`config.mk`:
```
export PLATFORM = sky130hd
export DESIGN_NAME = cosr_span_queue
export DESIGN_NICKNAME = d
export VERILOG_FILES = /design/src/sv/cosr_pkg.sv /design/src/sv/cosr_span_queue.sv
export SDC_FILE = /design/constraint.sdc
export NUM_CORES = 1
export LEC_CHECK = 0
export ABC_CLOCK_PERIOD_IN_PS = 5050
export BUFFER_PORTS_ARGS = -buffer_cell sky130_fd_sc_hd__buf_2
export CAP_MARGIN = 20
export CELL_PAD_IN_SITES_DETAIL_PLACEMENT = 1
export CELL_PAD_IN_SITES_GLOBAL_PLACEMENT = 1
export CORE_MARGIN = 2
export CORE_UTILIZATION = 41
export CTS_CLUSTER_SIZE = 20
export DETAILED_ROUTE_END_ITERATION = 10
export GPL_TIMING_DRIVEN = 0
export PLACE_DENSITY_LB_ADDON = 0.1
export SYNTH_ARGS = -nofsm -noshare
export SYNTH_HDL_FRONTEND = slang
export SYNTH_SLANG_ARGS = --single-unit
```
`constraint.sdc`:
```
create_clock -name clock -period 5.05 [get_ports clock]
set_clock_uncertainty 0.15 [all_clocks]
set_input_delay 1.515 -clock clock [delete_from_list [all_inputs] [get_ports clock]]
set_output_delay 1.515 -clock clock [all_outputs]
set_load 0.02 [all_outputs]
```
`src/sv/cosr_pkg.sv`:
```
`timescale 1ns / 1ps
// ----------------------------------------------------------------------------
// cosr_pkg
// Shared types and constants of the column occlusion span renderer.
// ----------------------------------------------------------------------------
package cosr_pkg;

   localparam int COLUMNS_DEFAULT = 2048;
   localparam int ADDR_MAX_W      = 12;      // enough for 4096 columns
   localparam int ROW_W           = 12;
   localparam int COL_W           = 11;
   localparam int COLOR_W         = 32;
   localparam int HGT_W           = 8;
   localparam int INV_W           = 23;
   localparam int HOR_W           = 24;
   localparam int PROD_W          = 33;      // 9b signed x 24b signed

   // configuration register indexes
   localparam logic [1:0] CSR_SCREEN_HEIGHT = 2'd0;
   localparam logic [1:0] CSR_HORIZON_ROW   = 2'd1;
   localparam logic [1:0] CSR_EYE_LEVEL     = 2'd2;

   localparam logic [ROW_W-1:0] SCREEN_HEIGHT_RST = 12'd480;
   localparam logic [HOR_W-1:0] HORIZON_ROW_RST   = 24'd786432;
   localparam logic [HGT_W-1:0] EYE_LEVEL_RST     = 8'd50;

   // request kinds on req_tuser
   localparam logic CMD_SAMPLE = 1'b0;
   localparam logic CMD_CLEAR  = 1'b1;

   // output queue
   localparam int QUEUE_DEPTH = 4;
   localparam int QPTR_W      = 2;
   localparam int QCNT_W      = 3;

   typedef struct packed {
      logic [COLOR_W-1:0] color;
      logic [ROW_W-1:0]   span_end;
      logic [ROW_W-1:0]   span_begin;
      logic [COL_W-1:0]   column;
   } span_type;

   typedef struct packed {
      logic                  en;
      logic [ADDR_MAX_W-1:0] addr;
      logic [ROW_W-1:0]      data;
   } top_wr_type;

endpackage

```
`src/sv/cosr_span_queue.sv`:
```
`timescale 1ns / 1ps
// ----------------------------------------------------------------------------
// cosr_span_queue
// Small output queue for spans; decouples the pipeline from rsp stalls.
// ----------------------------------------------------------------------------
module cosr_span_queue (
   input  logic                              clock,
   input  logic                              reset,
   input  logic                              push,
   input  cosr_pkg::span_type                push_data,
   input  logic                              pop,
   output cosr_pkg::span_type                head,
   output logic                              not_empty,
   output logic [cosr_pkg::QCNT_W-1:0]       count
);

   cosr_pkg::span_type               entry_ff [cosr_pkg::QUEUE_DEPTH];
   logic [cosr_pkg::QPTR_W-1:0]      wp_ff, rp_ff;
   logic [cosr_pkg::QCNT_W-1:0]      cnt_ff, cnt_in;

   always_comb begin
      cnt_in = cnt_ff;
      if (push && !pop) cnt_in = cnt_ff + cosr_pkg::QCNT_W'(1);
      if (!push && pop) cnt_in = cnt_ff - cosr_pkg::QCNT_W'(1);
   end

   always_ff @(posedge clock) begin
      if (reset) begin
         wp_ff  <= '0;
         rp_ff  <= '0;
         cnt_ff <= '0;
      end else begin
         if (push) wp_ff <= wp_ff + cosr_pkg::QPTR_W'(1);
         if (pop)  rp_ff <= rp_ff + cosr_pkg::QPTR_W'(1);
         cnt_ff <= cnt_in;
      end
   end

   always_ff @(posedge clock) begin
      if (push) entry_ff[wp_ff] <= push_data;
   end

   assign head      = entry_ff[rp_ff];
   assign not_empty = (cnt_ff != '0);
   assign count     = cnt_ff;

endmodule
```
Word-level counts from Yosys, hierarchy flattened. Memory sizes are Yosys's and may differ from the RTL's. A register that Yosys moved wholly into a read port is not among the register bits. Index checks and enable logic that the tools add are counted.

Multiplexer cells: 6. Reduce and logical (&&, ||, !) cells: 6. Add/subtract/negate cells: 4.

Operator list (number): 2-to-1 mux 3 bit (2); adder 2 x 1 -> 2 bit (second input constant) (2); 2-to-1 mux 2 bit (2); adder 3 x 1 -> 3 bit (second input constant) (1); nonzero test 3 bit (1); subtractor 3 x 1 -> 3 bit (second input constant) (1); logical AND 1 bit (2); zero test 1 bit (2); 2-to-1 mux 1 bit (2); nonzero test 2 bit (1).

Output and inout bits: 71. Flip-flop bits (word level): 7. Memories: 1. Memory bits (writable): 268.

Memories: entry_ff (depth 4, width 67, read ports 1, clocked after Yosys merged registers in 1, wr ports 1, RTL line cosr_span_queue.sv:17) `cosr_pkg::span_type entry_ff [cosr_pkg::QUEUE_DEPTH];`.

Longest topological paths before layout.
Word-level depth: 4. Gate-level depth with buffers: 7.

Least setup slack after synthesis. No wires, ideal clock.

Path kind: input -> register. Start point: input port push. End point: memory entry_ff[0][0] (netlist bit) (enable). Library setup time: 432 ps. Data arrival time: 3088 ps. Slack: 1380 ps. Cell stages on the path: 1. Path buffers: 0. Cell sequence: and2_1.

Cells in the longest elaborated chain, start to end: 2.

RTL lines: start: declaration (RTL line cosr_span_queue.sv:9) `input logic push,`; 2-to-1 mux 1 bit (RTL line cosr_span_queue.sv:40) `if (push) entry_ff[wp_ff] <= push_data;`; 2-to-1 mux 1 bit (not written as such) (RTL line cosr_span_queue.sv:40); end: declaration (RTL line cosr_span_queue.sv:17).

Every way passes these cells.

==> flow_metrics.py <==
metrics = {
    "placement": {
        "gp_congestion": 0.710,
        "post_dp_cell_area_sq_um": 11300,
        "portBuffers": 140,
        "detailed_place_hpwl_mm": 11.8,
        "dp_slack_ps": 1750,
    },
    "finish": {
        "register_area_sq_um": 8230,
        "syn_to_final_growth_pct": 19.8,
        "fin_nets": 648,
        "diodes": 0,
        "fill_cells": 2211,
        "drive_above_1_share": 0.447,
        "multiInputGateArea_sq_um": 1740,
        "final_area_sq_um": 12100,
    },
    "setup_path": {
        "critPathTopFamily": "buffers and inverters",
        "worst_setup_path_start_kind": "flop",
        "path_buf_inv": 3,
        "worst_setup_path_end_kind": "primary output",
        "crit_top_cell": "buf_2",
        "r2r-end": "entry_ff[2][54]",
        "rrSetupSlack_ps": 3090,
        "crit_arrival_ps": 2110,
        "rr_worst_depth": 4,
        "cp.depth": 4,
        "path_cells": "buf_2 > buf_2 > mux4_2 > buf_2",
        "slowest_stage": "dfxtp_1",
        "r2r_start": "wp_ff[0]",
        "endpoint": "head[28]",
        "crit_required_ps": 3390,
        "crit_type": "reg -> out",
        "crit_path_max_incr_delay_ps": 400,
        "worstPathMaxFanout": 10,
    },
    "sta": {
        "max_slew_margin": 0.530,
        "rsz0062_at_grt": "false",
        "final-setup-viol-count": 0,
        "finalHoldViolations": 0,
        "fin_crit_ps": 3780,
        "setup_slack_ps": 1270,
        "final.setup.tns_ps": 0,
        "drv_slew": 0,
        "post-route-period-util": 0.748,
        "fmax_mhz": 265,
        "worst_pin_slew_ps": 705,
    },
    "grt": {
        "grt_pass1_wl_mm": 29.7,
        "grt_use_total": 0.151,
        "grt_max_degree": 37,
        "grtUsageMet3": 0.0388,
        "grtUsageMet2": 0.265,
        "use_met1": 0.190,
        "antenna_found_initial": 0,
        "grt_pass1_vias": 5145,
        "top_usage_layer": "met2",
        "grt_remaining_overflow": 0,
    },
    "drt": {
        "drt-total-wl_mm": 19.0,
        "drc_errors": 0,
        "ant_nets": 0,
        "vias_per_cell": 5.03,
        "drt-pass1-iter-count": 6,
        "drt_iter0_drc": 282,
        "post_drt_wl_per_cell_um": 20.8,
        "vias": 4599,
    },
    "floorplan": {
        "rows": 57,
        "ios": 142,
        "dieArea_sq_um": 26000,
        "fp.dieW_um": 161,
        "initial_core_util": 0.417,
        "die_h_um": 161,
        "core_area_sq_um": 24300,
    },
    "logic_synthesis": {
        "ys_seq_area_frac": 0.812,
        "synth_fa_ha_area_frac": 0.00815,
        "synth_compound_area_frac": 0.00148,
        "ys.flop_type": "edfxtp_1",
        "yosys.area_share.simple": 0.00704,
        "yosys.area.top_type_share": 0.794,
        "syn_area_sq_um": 10100,
        "synth_area_leader_cell": "edfxtp_1",
        "synth_top_family_by_area": "multiplexers",
        "synth_nets": 473,
        "yosysWarnings": 0,
        "synthXorXnorAreaFrac": 0.00432,
        "avgSynthCellArea_sq_um": 25.6,
        "synth_async_sr_flop_share": 0,
        "synth_area_leaders": "edfxtp_1 79%, mux4_2 15%, dfxtp_1 1.8%",
        "yosysMostFrequentCell": "edfxtp_1",
        "yosys-top-cells-count": "268 x edfxtp_1, 67 x mux4_2, 9 x dfxtp_1, 8 x nor2_1, 6 x inv_1",
        "ys_ff_latch": 277,
        "synthCells": 396,
        "yosys.cell_types.count": 21,
        "synth_edf_count": 268,
        "synthMuxAreaShare": 0.150,
    },
    "clock_tree": {
        "cts_tree": "built",
        "cts_buffer_depth": 3,
        "clkSlewWorstSetupHoldPaths_ps": 60,
        "clk_latency_ps": 530,
        "holdBufCountCts": 0,
        "root_buffer": "clkbuf_16",
        "cts_setup_buffers": 0,
        "cts_buffers": 29,
        "cts.sinks": 277,
        "htreeDepth": 1,
        "cts_resized": 0,
    },
    "power": {
        "p_leak_nw": 4.11,
        "power_density_nw_per_um2": 417,
        "peakVddDrop_mv": 0.311,
    },
    "flow_run": {
        "timing.max_cap.violations": 0,
    },
    "outcome": {
        "outcome": "finished, final reports clean",
    },
    "worst_hold_path": {
        "hp-class": "reg -> reg",
    },
}
[layout make-up]
cell class	instances	area share
plain buffers	16	0.0123
repair buffers	144	0.0643
multi-input cells	97	0.143
clock inverters	19	0.00670
flip-flops and latches	277	0.678
well taps	324	0.0334
clock buffers	31	0.0604
inverters	6	0.00185
[worst reg2reg max path: cells and delay by family (launching register included)]
family | cells | cell delay (ps)
DFF | 1 | 350
and+or+nand+nor | 1 | 540
buffers and inverters | 2 | 410
adders and majority gates | 1 | 150
[metal layers]
metal / share of wire / vias up
met5: 0 / -
met4: 0.020 / 0
met3: 0.060 / 29
met2: 0.52 / 132
met1: 0.40 / 2410
li1: - / 2028
[flip-flops by register name, indices dropped and copies added, names as in the netlist, named ones only]
name      count
count         3
rp_ff         2
entry_ff    268
wp_ff         2
[cells in the final DEF, fill, tap and decap left out]
cell and instances:
edfxtp_1 268, buf_2 144, mux4_2 67, clkbuf_16 29
clkinv_1 11, dfxtp_1 9, buf_12 8, nor2_1 8
clkinv_2 8, inv_1 6, ha_1 5, and2_4 4
buf_4 3, buf_1 3, clkbuf_1 3, xor2_1 3
or3_1 2, xnor2_1 2, a21oi_1 2, buf_6 1
nand2_1 1, mux2i_1 1, o21ai_0 1, fa_1 1
[where the power goes]
part           leakage [nW]  internal (mW)  switching (mW)
logic                  1.16          0.239           0.335
clock network         0.408           1.03           0.788
registers              2.54           2.64          0.0266
total                  4.11           3.91            1.15
[cells by family after synthesis]
group | after synthesis
AO/OA/AOI/OAI | 3
adder cells (fa/ha/maj) | 6
AND/OR/NAND/NOR | 15
multiplexers | 68
buffers and inverters | 22
XOR/XNOR | 5
flip-flops | 277
[worst min-delay path by stage]
stage | from | end | slack (ps) | cells after the start
6_report | count[2] | count[2] | 360 | 2
2_1_floorplan | rp_ff[1] | flop | 330 | 2
3_5_place_dp | count[2] | count[2] | 350 | 2
3_3_place_gp | count[2] | count[2] | 330 | 2
4_1_cts | count[2] | count[2] | 370 | 2
5_1_grt | count[2] | count[2] | 400 | 2
[stage by stage]
| step | std cells | util | power (mW) | hold WS [ps] |
|---|---|---|---|---|
| after floorplan | 396 | - | 3.08 | 335 |
| after global placement | 860 | 0.462 | 3.29 | 331 |
| after detailed placement | 864 | 0.466 | 3.30 | 355 |
| after CTS | 914 | 0.499 | 5.14 | 368 |
| after global routing | 914 | 0.499 | 5.25 | 399 |
| final | 914 | 0.499 | 5.06 | 365 |
No activity file was read; power rests on OpenSTA's default activity.
