===== src/sv/cosr_pkg.sv =====
`timescale 1ns / 1ps
// ----------------------------------------------------------------------------
// cosr_pkg
// Shared types and constants of the column occlusion span renderer.
// ----------------------------------------------------------------------------
package cosr_pkg;

   localparam int COLUMNS_DEFAULT = 2048;
   localparam int ADDR_MAX_W      = 12;      // enough for 4096 columns
   localparam int ROW_W           = 12;
   localparam int COL_W           = 11;
   localparam int COLOR_W         = 32;
   localparam int HGT_W           = 8;
   localparam int INV_W           = 23;
   localparam int HOR_W           = 24;
   localparam int PROD_W          = 33;      // 9b signed x 24b signed

   // configuration register indexes
   localparam logic [1:0] CSR_SCREEN_HEIGHT = 2'd0;
   localparam logic [1:0] CSR_HORIZON_ROW   = 2'd1;
   localparam logic [1:0] CSR_EYE_LEVEL     = 2'd2;

   localparam logic [ROW_W-1:0] SCREEN_HEIGHT_RST = 12'd480;
   localparam logic [HOR_W-1:0] HORIZON_ROW_RST   = 24'd786432;
   localparam logic [HGT_W-1:0] EYE_LEVEL_RST     = 8'd50;

   // request kinds on req_tuser
   localparam logic CMD_SAMPLE = 1'b0;
   localparam logic CMD_CLEAR  = 1'b1;

   // output queue
   localparam int QUEUE_DEPTH = 4;
   localparam int QPTR_W      = 2;
   localparam int QCNT_W      = 3;

   typedef struct packed {
      logic [COLOR_W-1:0] color;
      logic [ROW_W-1:0]   span_end;
      logic [ROW_W-1:0]   span_begin;
      logic [COL_W-1:0]   column;
   } span_type;

   typedef struct packed {
      logic                  en;
      logic [ADDR_MAX_W-1:0] addr;
      logic [ROW_W-1:0]      data;
   } top_wr_type;

endpackage


===== src/sv/cosr_row_calc.sv =====
`timescale 1ns / 1ps
// ----------------------------------------------------------------------------
// cosr_row_calc
// Two-stage row computation: multiply, then subtract from horizon and clip.
// ----------------------------------------------------------------------------
module cosr_row_calc (
   input  logic                            clock,
   input  logic [cosr_pkg::HGT_W-1:0]      eye_level,
   input  logic [cosr_pkg::HOR_W-1:0]      horizon_row,
   input  logic [cosr_pkg::ROW_W-1:0]      screen_height,
   input  logic [cosr_pkg::HGT_W-1:0]      terrain_height,
   input  logic [cosr_pkg::INV_W-1:0]      inv_depth,
   output logic [cosr_pkg::ROW_W-1:0]      row
);

   logic signed [cosr_pkg::HGT_W:0]      diff_s;
   logic signed [cosr_pkg::INV_W:0]      inv_s;
   logic signed [cosr_pkg::PROD_W-1:0]   prod_in;
   logic signed [cosr_pkg::PROD_W-1:0]   prod_ff;
   logic signed [cosr_pkg::PROD_W:0]     val;
   logic [cosr_pkg::PROD_W-13:0]         quot;
   logic [cosr_pkg::ROW_W-1:0]           row_in;
   logic [cosr_pkg::ROW_W-1:0]           row_ff;

   assign diff_s  = $signed({1'b0, eye_level}) - $signed({1'b0, terrain_height});
   assign inv_s   = $signed({1'b0, inv_depth});
   assign prod_in = diff_s * inv_s;

   // horizon minus product, Q.12; floor is the arithmetic shift
   assign val  = $signed({10'd0, horizon_row}) - $signed({prod_ff[cosr_pkg::PROD_W-1], prod_ff});
   assign quot = val[cosr_pkg::PROD_W-1:12];

   always_comb begin
      if (val[cosr_pkg::PROD_W]) begin
         row_in = '0;
      end else if (quot > {9'd0, screen_height}) begin
         row_in = screen_height;
      end else begin
         row_in = quot[cosr_pkg::ROW_W-1:0];
      end
   end

   always_ff @(posedge clock) begin
      prod_ff <= prod_in;
      row_ff  <= row_in;
   end

   assign row = row_ff;

endmodule


===== config.mk =====
export PLATFORM = sky130hd
export DESIGN_NAME = cosr_row_calc
export DESIGN_NICKNAME = d
export VERILOG_FILES = /design/src/sv/cosr_pkg.sv /design/src/sv/cosr_row_calc.sv
export SDC_FILE = /design/constraint.sdc
export NUM_CORES = 1
export LEC_CHECK = 0
export BUFFER_PORTS_ARGS = -buffer_cell sky130_fd_sc_hd__buf_4
export CAP_MARGIN = 40
export CORE_ASPECT_RATIO = 1.2
export CORE_MARGIN = 4
export CORE_UTILIZATION = 40
export CTS_BUF_LIST = sky130_fd_sc_hd__clkbuf_2 sky130_fd_sc_hd__clkbuf_4 sky130_fd_sc_hd__clkbuf_8
export DETAILED_ROUTE_END_ITERATION = 10
export MAX_ROUTING_LAYER = met4
export PLACE_DENSITY = 0.57
export SLEW_MARGIN = 20
export SYNTH_ARGS = -nofsm -noshare
export SYNTH_HDL_FRONTEND = slang
export SYNTH_SLANG_ARGS = --single-unit

===== constraint.sdc =====
create_clock -name clock -period 10 [get_ports clock]
set_input_delay 2 -clock clock [delete_from_list [all_inputs] [get_ports clock]]
set_output_delay 2 -clock clock [all_outputs]
set_load 0.02 [all_outputs]

; ---- Word level (Yosys, flattened, before mapping)
; Index checks and enable logic that the tools add are counted.
[op_classes]
add_sub_neg = 2
mul = 1
n_lt_le_gt_ge = 1
mux = 1
[op_table]
columns = op, n
row1 = subtractor 25 x 33 -> 34 bit, 1
row2 = multiplier 9 x 24 -> 33 bit, 1
row3 = > comparator 21 x 12 -> 1 bit, 1
row4 = two-way mux 12 bit, 1
row5 = subtractor 8 x 8 -> 9 bit, 1
[word_totals]
register_bits = 45
inputBits = 76
word_cells = 7

; ---- Depth between registers and ports, before layout
; Gate-level depths: netlist (run 1).
[depth]
word_depth = 3
ltp_mapped = 33

; ---- Least setup slack after synthesis (run 1)
; OpenSTA, ideal clock, no wires.
[synth_timing]
path_type = input to register
from = in eye_level[0] (netlist bit)
to = reg prod_ff[32] (netlist bit)
arrival_time_ns = 8.606
setup_slack_ns = 1.332
path_stages = 30
cell_sequence = inv_1 ha_1 fa_1 nor2b_1 o21ai_0 nand2b_1 a21oi_1 o21ai_0 xor2_1 clkbuf_1 nand2_1 fa_1 fa_1 inv_1 fa_1 fa_1 inv_1 fa_1 inv_1 ha_1 o21ai_0 inv_1 a21oi_1 a211oi_1 nor2_1 o2111ai_1 o311ai_1 a211oi_1 or4_1 nand3_1
[synth_via]
elab_chain_len = 2
[synth_lines]
columns = item, line_no
row1 = start: declaration, cosr_row_calc.sv:8  ; input logic [cosr_pkg::HGT_W-1:0] eye_level,
row2 = subtractor 8 x 8 -> 9 bit, cosr_row_calc.sv:25  ; assign diff_s = $signed({1'b0, eye_level}) - $signed({1'b0, terrain_height});
row3 = multiplier 9 x 24 -> 33 bit, cosr_row_calc.sv:27  ; assign prod_in = diff_s * inv_s;
row4 = "named net prod_in, one bit", cosr_row_calc.sv:18  ; logic signed [cosr_pkg::PROD_W-1:0] prod_in;
row5 = end signal: assignment, cosr_row_calc.sv:44  ; prod_ff <= prod_in;
row6 = end: declaration, cosr_row_calc.sv:19  ; logic signed [cosr_pkg::PROD_W-1:0] prod_ff;
; The timed path passes the listed nets, and every way through them passes these cells.
; A chain may end at the register's enable or synchronous reset.

; ---- Worst setup path after layout (run 1)
[layout_timing]
from = in eye_level[0] (netlist bit)
to = reg prod_ff[31] (netlist bit)
; Same word-level chain as after synthesis.

==> metrics.md, run 1 <==
| Metric | Value |
|---|---|
| Outcome | complete, no violations |
| Crit path arrival time | 9.05 ns |
| End point of the critical path | prod_ff[31] |
| Syn Std Cell Area | 9270 um2 |
| Rel. slew slack | 46.9% |
| Fillers | 2277 |
| Clk slew on worst S/H paths | 0.08 ns |
| Ys flop type | dfxtp_1 |
| Family with the most delay on the worst path | adder cells |
| CTS tree | yes |
| Ranking of synthesized cells by area | fa_1 (32%), ha_1 (17%), dfxtp_1 (9.7%) |
| NumNets Final | 1445 |
| # DRC | 0 |
| Most used cell along the critical path | fa_1 |
| Final GP Congestion | 0.878 |
| Cells on worst reg2reg path | 21 |
| Vias post-DR | between 7000 and 8000 |
| Post-CTS Setup Bufs | 0 |
| CTS Buf Count | 5 |
| Vias in the first global route | 7638 |
| Netlist cell types | 59 |
| Yosys reg bits | 45 |
| CP Max Fanout | 4 |
| Syn_nets | between 1000 and 1500 |
| Most frequent cells in the layout | fa_1 (149), inv_1 (148), ha_1 (127) |
| Post-CTS sizing | 0 |
| FF+latch area | 901 um2 |
| GRT Total Usage | between 15 and 20% |
| Iteration count of the initial detailed-routing pass | 5 |
| Clock Skew | 0.00752 ns |
| Crit-path slowest cell | fa_1 |
| Die Wd | 147 um |
| Setup violations, final | 0 |
| Crit. End Element | flop |
| IO Count | 88 |
| Final period util | 88.7% |
| Largest stage delay, worst path | 0.56 ns |
| Initial Utilization | 41.0% |
| Final wirelength | 21100 um |
| Crit path kind | in -> reg |
| Reg2reg end | row[5] |
| Sequential element share of the synthesized area | 9.72% |
| Synth Area per Inst | 9.13 um2 |
| Setup TNS | 0 ns |
| H-tree Lvls | 2 |
| Multi-input logic area | 7700 um2 |
| Max Clock Freq | 113 MHz |
| CP Depth | 31 |
| YS warnings | 0 |
| Slew Limit Fails | 0 |
| Post-synth EDFFs | 0 |
| Critical Path Source | eye_level[0] |
| Die Area | 25700 um2 |
| DR vias/cell | 5.05 |
| First-pass GRT wire length | between 30000 and 40000 um |
| RSZ-0062 raised after global routing | false |
| Reg2reg setup slack | approximately 5.2 ns |
| Share of cells above drive strength 1 | 11.3% |
| Buffers on Ports | 87 |
| Clock Latency Late Sink | about 0.3 ns |
| Hold Vio Cnt, Final | 0 |
| Worst-Margin Slew | between 0.7 and 0.8 ns |
| Max cap viols | 0 |
| Commonest non-fill, non-tap cell in the layout | fa_1 |
| Area grow syn2layout | 12.1% |
| Core box area | roughly 23000 um2 |
| Fin crit period | 8.87 ns |
| 1st-iter DRT viols | ~230 |
| Largest area contributor in the netlist | fa_1 |
| Row count | 60 |
| DP Wirelength | 18000 um |
| Initial antenna violation count | 0 |
| Worst path bufs/invs | 5 |
| Hold Path Class | reg -> reg |
| Max clock buf depth | 2 |
| Pin count of the biggest net entering global routing | 25 |
| Mapped Cells | 1015 |
| Die height | approximately 170 um |
| Startpoint Class | input pin |
| Synth top area share | 32.2% |
| Cts hold-fix bufs | 0 |
| Root Driver | clkbuf_8 |
| Num Clock Sinks | 45 |
| Critical R2R Launch | prod_ff[7] |
| Data required, critical path | between 10 and 15 ns |
| Post-synth ARST share | 0% |
| Antenna viol nets, final | 0 |
| Avg WL per Cell | between 15 and 20 um |
| Gr ovfl total | 0 |
[through the flow]
stage,instance area [um2],utilization (%),worst slack (ns),hold WS (ns),cells
finish,10400,46.0,1.13,0.721,1404
global route,10400,46.0,0.629,0.766,1403
CTS,10400,46.0,1.14,0.731,1403
detailed placement,10300,45.5,0.820,0.718,1396
global placement,10300,45.5,0.892,0.628,1395
floorplan,9270,-,1.33,0.561,1015
[how the worst min path moves through the flow]
stage / from / end / slack [ns] / cells past startpoint
after global routing: prod_ff[32] / row[6] / 0.77 / 3
final: prod_ff[32] / row[6] / 0.72 / 3
after global placement: prod_ff[32] / row[6] / 0.63 / 2
after detailed placement: prod_ff[32] / row[6] / 0.72 / 3
after floorplan: prod_ff[32] / row[5] / 0.56 / 2
after CTS: prod_ff[32] / row[6] / 0.73 / 3
[flip-flops by register name (all words and copies together) (netlist names)]
name and flops:
prod_ff 33, row 12
[synth_stat cells (5+ instances only)]
library cell / n
a21oi_1: 60
inv_1: 148
nand2b_1: 48
xnor2_1: 24
o21ai_0: 21
and2_1: 104
nor3_1: 7
and3_1: 5
or2_2: 5
a31oi_1: 5
ha_1: 127
a211oi_1: 7
nor2_1: 42
xor2_1: 17
dfxtp_1: 45
buf_2: 5
o21a_1: 6
nand3_1: 9
fa_1: 149
o31ai_1: 11
a21o_1: 15
nand4_1: 14
nand2_1: 62
clkbuf_1: 16
o21bai_1: 5
nor2b_1: 11
[worst reg2reg max path: stages, from the launching register on]
cell and delay [ns]:
dfxtp_1 0.32, inv_1 0.05, ha_1 0.32, a21oi_1 0.17, o211ai_1 0.10, a221oi_1 0.27
o21a_2 0.26, a211oi_4 0.11, o21ai_0 0.25, o21bai_1 0.13, xor2_1 0.17, ha_1 0.31
nand3_1 0.10, nor2_1 0.11, inv_1 0.05, or3_1 0.34, a21oi_1 0.25, and3_1 0.19
o311ai_0 0.20, a211oi_2 0.69, a31oi_1 0.16, nor3_1 0.20
[logic make-up (layout without fill, tap and decap cells)]
kind of cell	Yosys count	in the layout	share of synthesized area [%]
DFF	45	45	9.72
xor gates and xnor gates	41	41	3.87
other	0	1	0
buffers and inverters	175	253	7.29
AOI/OAI and AO/OA	158	158	11.1
and+or+nand+nor	320	320	18.7
adders and majority gates	276	276	49.3
[metal layers]
metal  wire (um)  share of wire [%]  up-vias  track usage, %
li1            -                  -     3436               -
met1        8650                 41     3543            21.3
met2       11700                 55       84            32.4
met3         521                2.5       21            1.74
met4         254                1.2        0            2.33
met5           0                  0        -               -
[area by class of cell]
type / count / area share, %
diodes: 1 / 0.0241
clock buffers: 5 / 0.662
clock inverters: 2 / 0.337
inverters: 148 / 5.35
multi-input cells: 795 / 74.1
flip-flops and latches: 45 / 8.67
well taps: 310 / 3.73
repair buffers: 98 / 7.08
Power of run 1 is not shown: default switching activity piles up to over one toggle a cycle in this logic, so the estimate is an artifact.
==> run 2, diff against run 1 <==
clock period = 8.3 ns   (was 10 ns; I/O delays follow)
==> metrics.md, run 2 (synthesis gave the netlist of run 1 again) <==
| Metric | Value |
|---|---|
| Crit path arrival time | 8.27 ns |
| Worst-Margin Slew | 0.644 ns |
| Largest stage delay, worst path | 0.56 ns |
| Min-delay src | prod_ff[32] |
| Max FFs per register | 33 |
| Startpoint Class | input pin |
| Die Area | 25700 um2 |
| Reg2reg end | row[3] |
| CTS Buf Count | 5 |
| Family with the most delay on the worst path | adder cells |
| Die Wd | 147 um |
| Reg2reg setup slack | 3.34 ns |
| Most flops, register | prod_ff |
| Hold endpoint | row[7] |
| CP Max Fanout | 2 |
| Clock Skew | 0.00814 ns |
| First-pass GRT wire length | 37000 um |
| Crit-path slowest cell | fa_1 |
| Pin count of the biggest net entering global routing | 25 |
| RSZ-0062 raised after global routing | true |
| Die height | 175 um |
| Most frequent cells in the layout | inv_1 (148), fa_1 (148), buf_4 (140) |
| Vias in the first global route | 7799 |
| Initial antenna violation count | 0 |
| Final period util | 96.8% |
| DR vias/cell | ~5 |
| Area grow syn2layout | 17.1% |
| Gr ovfl total | 0 |
| Clock Latency Late Sink | 0.30 ns |
| Fin crit period | 8.03 ns |
| Iteration count of the initial detailed-routing pass | 5 |
| Ant. Diodes | 0 |
| Hold Path Class | reg -> reg |
| Clk slew on worst S/H paths | around 0.08 ns |
| WHS Path Cells | 3 |
| 1st-iter DRT viols | 250 |
| Data required, critical path | about 8.5 ns |
| NumNets Final | 1492 |
| Crit path kind | in -> reg |
| H-tree Lvls | 2 |
| DP Wirelength | 18500 um |
| Max clock buf depth | 2 |
| Worst path bufs/invs | 6 |
| Max cap viols | 0 |
| Setup violations, final | 0 |
| Final GP Congestion | 0.902 |
| Slew Limit Fails | 0 |
| Buffers on Ports | 87 |
| # DRC | 0 |
| IO Count | 88 |
| Outcome | complete, no violations |
| Cells on worst reg2reg path | 22 |
| Core box area | 22600 um2 |
| Antenna viol nets, final | 0 |
| CTS tree | yes |
| Critical R2R Launch | prod_ff[11] |
| Vias post-DR | approximately 7300 |
| Avg WL per Cell | about 15 um |
| Placed Instances | 1437 |
| Hold Vio Cnt, Final | 0 |
| Share of cells above drive strength 1 | 16.1% |
| Row count | 60 |
| Rel. slew slack | about 57% |
| Final wirelength | about 22000 um |
| Cts hold-fix bufs | 0 |
| Initial Utilization | 41.0% |
| Root Driver | clkbuf_8 |
| Max Clock Freq | 125 MHz |
| Num Clock Sinks | 45 |
| Number of cells in the finished layout apart from fillers | about 1500 |
| GRT Total Usage | between 10% and 20% |
| Crit. End Element | flop |
run 2: metrics by stage:
stage	utilization [%]	setup TNS [ns]	hold slack, ns	setup WS, ns	area [um2]
final	48.0	0	0.722	0.269	10800
after global routing	48.0	-0.0740	0.767	-0.0740	10800
after CTS	47.4	0	0.652	0.0692	10700
after detailed placement	46.8	-0.685	0.633	-0.256	10600
after global placement	46.8	-0.311	0.636	-0.171	10600
after floorplan	-	0	0.561	0.0320	9270
run 2: how the worst max path moves through the flow:
| stage | startpoint | to | slack (ns) | depth (start not counted) |
|---|---|---|---|---|
| 6_report | eye_level[0] | prod_ff[32] | 0.27 | 31 |
| 5_1_grt | terrain_height[1] | prod_ff[32] | -0.07 | 32 |
| 4_1_cts | eye_level[0] | prod_ff[32] | 0.07 | 31 |
| 3_5_place_dp | eye_level[0] | prod_ff[32] | -0.26 | 31 |
| 3_3_place_gp | eye_level[0] | prod_ff[32] | -0.17 | 31 |
| 2_1_floorplan | terrain_height[1] | prod_ff[32] | 0.03 | 32 |
run 2: tightest hold or removal path: stages (launching register included):
cell and delay [ns]:
dfxtp_1 0.35, a211oi_2 0.05, buf_4 0.18, a21oi_1 0.11
run 2: routing by layer:
layer  part of all wire, %  global-route usage, %  vias to the layer above
li1                      -                      -                     3538
met1                    41                   21.0                     3648
met2                    55                   33.0                       94
met3                   2.3                   1.76                       27
met4                   1.7                   3.22                        0
met5                     0                      -                        -
run 2: cell type report:
| type | instances | area [um2] |
|---|---|---|
| multi-input combinational | 795 | 7770 |
| fill | 2228 | 11700 |
| clock inverter | 3 | 65.1 |
| timing repair buffer | 145 | 1100 |
| inverter | 148 | 556 |
| sequential | 45 | 901 |
| tap | 310 | 388 |
| clock buffer | 5 | 68.8 |
run 2: timing repair:
action | 4_1_cts | 5_1_grt
resized for setup | 0 | 25
setup buffers | 0 | 3
setup endpoints to repair | 0 | 10
Power of run 2 is left out for the same reason.
